--- src/design/gbc_pkg.sv ---
// Package: shared constants, stage type and substitution function of the cipher.
`default_nettype none
package gbc_pkg;

  localparam int unsigned ROUNDS_DEF = 32;
  localparam int unsigned KEY_WORDS  = 8;
  localparam int unsigned KEY_IDX_W  = 3;
  localparam int unsigned WORD_W     = 32;
  localparam int unsigned ROT_BITS   = 11;

  localparam logic FUNC_ENCRYPT = 1'b0;
  localparam logic FUNC_DECRYPT = 1'b1;

  typedef struct packed {
    logic              func;
    logic [WORD_W-1:0] left;
    logic [WORD_W-1:0] right;
  } stage_t;

  typedef logic [3:0] nibble_t;

  localparam nibble_t SBOX [8][16] = '{
    '{4'd3,  4'd5,  4'd7,  4'd9,  4'd0,  4'd8,  4'd6,  4'd4,
      4'd2,  4'd1,  4'd15, 4'd10, 4'd12, 4'd14, 4'd13, 4'd11},
    '{4'd1,  4'd3,  4'd5,  4'd7,  4'd9,  4'd11, 4'd13, 4'd15,
      4'd14, 4'd12, 4'd10, 4'd8,  4'd6,  4'd4,  4'd2,  4'd0},
    '{4'd15, 4'd13, 4'd11, 4'd9,  4'd7,  4'd5,  4'd3,  4'd1,
      4'd0,  4'd2,  4'd4,  4'd6,  4'd8,  4'd10, 4'd12, 4'd14},
    '{4'd0,  4'd2,  4'd4,  4'd6,  4'd8,  4'd10, 4'd12, 4'd14,
      4'd15, 4'd13, 4'd11, 4'd9,  4'd7,  4'd5,  4'd3,  4'd1},
    '{4'd14, 4'd12, 4'd10, 4'd8,  4'd6,  4'd4,  4'd2,  4'd0,
      4'd1,  4'd3,  4'd5,  4'd7,  4'd9,  4'd11, 4'd13, 4'd15},
    '{4'd0,  4'd15, 4'd1,  4'd14, 4'd2,  4'd13, 4'd3,  4'd12,
      4'd4,  4'd11, 4'd5,  4'd10, 4'd6,  4'd9,  4'd7,  4'd8},
    '{4'd4,  4'd11, 4'd5,  4'd10, 4'd6,  4'd9,  4'd7,  4'd8,
      4'd0,  4'd15, 4'd1,  4'd14, 4'd2,  4'd13, 4'd3,  4'd12},
    '{4'd11, 4'd14, 4'd13, 4'd12, 4'd10, 4'd15, 4'd1,  4'd2,
      4'd4,  4'd6,  4'd8,  4'd0,  4'd9,  4'd7,  4'd5,  4'd3}
  };

  // Nibble j of the word sits in byte j/2; byte k uses rows 6-2k (low) and 7-2k (high).
  function automatic logic [WORD_W-1:0] substitute(input logic [WORD_W-1:0] v);
    logic [WORD_W-1:0] s;
    int unsigned       row;
    s = '0;
    for (int unsigned j = 0; j < 8; j++) begin
      row = (6 - 2 * (j >> 1)) + (j & 1);
      s[4*j +: 4] = SBOX[row][v[4*j +: 4]];
    end
    return s;
  endfunction

endpackage
`default_nettype wire

--- src/design/gbc_round.sv ---
// One Feistel round: key add, nibble substitution, rotate, XOR and half exchange.
`default_nettype none
module gbc_round (
  input  gbc_pkg::stage_t           stage_i,
  input  logic [gbc_pkg::WORD_W-1:0] key_i,
  output gbc_pkg::stage_t           stage_o
);
  import gbc_pkg::*;

  logic [WORD_W-1:0] sum;
  logic [WORD_W-1:0] sub;
  logic [WORD_W-1:0] rot;

  always_comb begin
    sum = stage_i.right + key_i;
    sub = substitute(sum);
    rot = {sub[WORD_W-ROT_BITS-1:0], sub[WORD_W-1:WORD_W-ROT_BITS]};
    stage_o.func  = stage_i.func;
    stage_o.left  = stage_i.right;
    stage_o.right = stage_i.left ^ rot;
  end

endmodule
`default_nettype wire

--- config.mk ---
export PLATFORM = sky130hd
export DESIGN_NAME = gbc_round
export DESIGN_NICKNAME = d
export VERILOG_FILES = /design/src/design/gbc_pkg.sv /design/src/design/gbc_round.sv
export SDC_FILE = /design/constraint.sdc
export NUM_CORES = 1
export LEC_CHECK = 0
export ABC_AREA = 1
export BUFFER_PORTS_ARGS = -buffer_cell sky130_fd_sc_hd__buf_2
export CORE_ASPECT_RATIO = 0.8
export CORE_MARGIN = 5
export CORE_UTILIZATION = 35
export DETAILED_ROUTE_END_ITERATION = 8
export RECOVER_POWER = 50
export SYNTH_ARGS = -nofsm -noshare
export SYNTH_HDL_FRONTEND = slang
export SYNTH_SLANG_ARGS = --single-unit
--- constraint.sdc ---
create_clock -name vclk -period 3.8
set_input_delay 0.76 -clock vclk [all_inputs]
set_output_delay 0.76 -clock vclk [all_outputs]
set_load 0.1 [all_outputs]
## Yosys cells after proc, flatten, opt, wreduce, memory -nomap -nowiden

Memories as Yosys holds them, arrays and structs flattened.
Cells that the tools add are included.

| word-level totals | value |
|---|---|
| register bits | 0 |
| memory bits (read-only) | 512 |
| input bits | 97 |
| logic and storage cells | 42 |
| memories kept | 8 |

Memory list:

| memory | words | width | rd ports | clocked after memory_dff | wr ports | line | RTL |
|---|---|---|---|---|---|---|---|
| (name not given) | 16 | 4 | 1 | 0 | 0 | gbc_pkg.sv:48 | `s[4*j +: 4] = SBOX[row][v[4*j +: 4]];` |
| (name not given) | 16 | 4 | 1 | 0 | 0 | gbc_pkg.sv:48 |  |
| (name not given) | 16 | 4 | 1 | 0 | 0 | gbc_pkg.sv:48 |  |
| (name not given) | 16 | 4 | 1 | 0 | 0 | gbc_pkg.sv:48 |  |
| (name not given) | 16 | 4 | 1 | 0 | 0 | gbc_pkg.sv:48 |  |
| (name not given) | 16 | 4 | 1 | 0 | 0 | gbc_pkg.sv:48 |  |
| 2 more memories | -- | -- | -- | -- | -- | -- |  |

| operators by class | value |
|---|---|
| add/sub/neg operators | 1 |
| magnitude comparators | 8 |
| mux-type cells | 16 |
| bitwise gates (word level) | 9 |

Operator list:

| operator | count |
|---|---|
| $mux W4 | 16 |
| $ge A5 B5 Y1 const B | 8 |
| $not A4 Y5 | 8 |
| $add A32 B32 Y32 | 1 |
| $xor A32 B32 Y32 | 1 |

## Depth between registers and ports, before layout

| depth | value |
|---|---|
| depth in word-level cells | 6 |
| gate-level depth with buffers | 20 |
| gate-level depth less buffers | 20 |

## Least setup slack after synthesis

OpenSTA, ideal clock, no wires.

| timing path | value |
|---|---|
| path kind | input to output |
| start | input stage_i[0] in the netlist's numbering |
| end | output stage_o[15] in the netlist's numbering |
| arrival | 3.967 ns |
| setup slack | -0.927 ns |
| stages on the path | 12 |
| buffers on the path | 0 |
| cells stage by stage | ha_1 fa_1 nand2_1 nand3_1 and2_4 xor2_1 inv_1 ha_1 nand2_1 nand2_1 o21ai_1 xor2_1 |

RTL lines:

| what | line | RTL |
|---|---|---|
| start: declaration | gbc_round.sv:4 | `input gbc_pkg::stage_t stage_i,` |
| end: declaration | gbc_round.sv:6 | `output gbc_pkg::stage_t stage_o` |

==> impl_metrics.toml <==
[yosys]
syn-num-nets = 728
avgSynthCellArea_um2 = 5.50
synth_seq_area_share_pct = 0
postSynthCellCount = 594
synth_area_um2 = 3270
yosys_warnings = 0
yosysUniqueCellTypes = 37

[floorplan]
coreArea_um2 = 9080
initial_core_util_pct = 36.0
rows = 31
fp.dieH_um = 96.4
ios = 162
die_x_um = 118
die_area_um2 = 11400

[global_routing]
grt_pass1_wl_um = 18100
grtUsageTotal_pct = 18.9
grt_max_degree = 8
grt_pass1_vias = 3886
antenna_found_initial = 0
grt_overflow = 0

[cells_and_area]
nNetsFinal = 886
layout-drive-gt1-share_pct = 40.9
fin_util_pct = 57.4
seqCellArea_um2 = 0
nClkBuffers = 0
stdcell_area_um2 = 5210
seq_cells = 0
area_growth_pct = 59.5
n_antenna_cell = 0

[worst_setup_path]
path_class = "primary input to primary output"
worstPathRequired_ps = 3040
critPathLaunchType = "primary input"
critPathArrivalTime_ps = 2970
path_max_fanout = 4
critical_path.endpoint_type = "primary output"

[power]
p_leak_nw = 2.74
power_density_nw_per_um2 = 492
irDropWorstVdd_mv = 0.530

[place]
io_buffers = 160
dpl.hpwl_um = 10300
placed_area_um2 = 4750
place_congestion = 0.896

[timing]
slew_viol_final = 0
hold_slack_ps = 1520
post-route-period-util_pct = 98.1
clock.fmax_ghz = 0.268
tightest_slew_ps = 499
hold_viol_final = 0
finalSetupViolCount = 0
period_minus_slack_ps = 3730
timing.slew.headroom_pct = 67.0
grt_setup_unrepaired = "yes"

[worst_hold_path]
hp-class = "primary input to primary output"
min_delay_path_depth = 0

[detailed_routing]
dr.first_iter.drc_count = 252
dr.pass1.iters = 5
vias = 4135
vias_per_cell = 4.78
wire_per_inst_um = 13.5
ant_nets = 0
wl_um = 11700
drcViolationCount = 0

[run_status]
status = "completed"

[clock_network]
hold_buffers = 0

[run]
drv_cap = 0
## area by class of cell
type | instances | area, um2
Inverter | 75 | 282
Timing Repair Buffer | 190 | 1460
Tap cell | 115 | 144
Multi-Input combinational cell | 485 | 3320
Fill cell | 925 | 3860
## power by group
part | internal (W) | leakage, nW | switching [W]
Sequential | 0 | 0 | 0
Clock | 0 | 0 | 0
Combinational | 0.000862 | 2.74 | 0.00170
## cell usage in the layout, fill, tap and decap left out, types with 9 or more instances in the layout
cell / count
xor2_2: 9
ha_1: 11
nor2_2: 13
a21oi_2: 10
nor2_1: 45
buf_4: 30
ha_4: 18
buf_12: 28
inv_1: 72
nand2_1: 190
nand2_2: 26
xnor2_1: 17
xor2_1: 21
nand3_1: 41
buf_2: 130
a21oi_1: 13
## timing repair
action,CTS,global route
resized for setup,6,87
pin swaps,2,21
buffers inserted,0,2
setup endpoints to repair,4,19
## cell usage after synthesis (all sizes together)
cell type,n,area (um2)
fa,1,20.0
buf,34,259
o221ai,1,8.76
xnor2,22,208
inv,75,282
nand3b,5,37.5
ha,36,450
nor3,5,30.0
nand4,3,18.8
and2,2,15.0
a211oi,1,7.51
nand3,50,275
o21ai,11,58.8
nor4,1,6.26
xor2,34,305
nand2,218,838
o21bai,5,37.5
o211ai,2,15.0
nor2,60,240
or2,3,18.8
a21o,1,7.51
a21oi,24,128
## cell families (layout without fill, tap and decap cells)
logic type                 after synthesis  count (layout)  synth area share, %
AOI/OAI and AO/OA                       45              45                 8.04
xor gates and xnor gates                56              56                 15.7
adders and majority gates               37              37                 14.4
buffers and inverters                  109             265                 16.5
and+or+nand+nor                        347             347                 45.3
## layer usage
metal	up-vias	wire length [um]	track usage, %
li1	2132	-	-
met1	1857	5900	29.0
met2	144	4980	29.9
met3	2	790	1.92
met4	0	10	0.860
met5	-	0	0
## critical path, stage by stage
cell	delay (ps)
buf_2	100
ha_1	340
or2_0	330
and2_4	210
xor2_2	170
inv_1	70
ha_2	260
nand2_1	100
nand2_1	70
o21ai_2	160
xor2_2	190
buf_12	200
## worst paths after layout
check / from / end
setup / recovery: stage_i[3] / stage_o[15]
hold / removal: stage_i[64] / stage_o[64]
## through the flow
step           cells  setup TNS [ps]  setup slack (ps)  power, W
6_report         865               0              72.9   0.00257
4_1_cts          863               0             0.176   0.00248
5_1_grt          865           -54.2             -40.3   0.00270
2_1_floorplan    594           -1250              -478   0.00170
3_3_place_gp     863               0              17.8   0.00245
3_5_place_dp     863            -127             -46.0   0.00247
No activity file was read; power rests on OpenSTA's default activity.
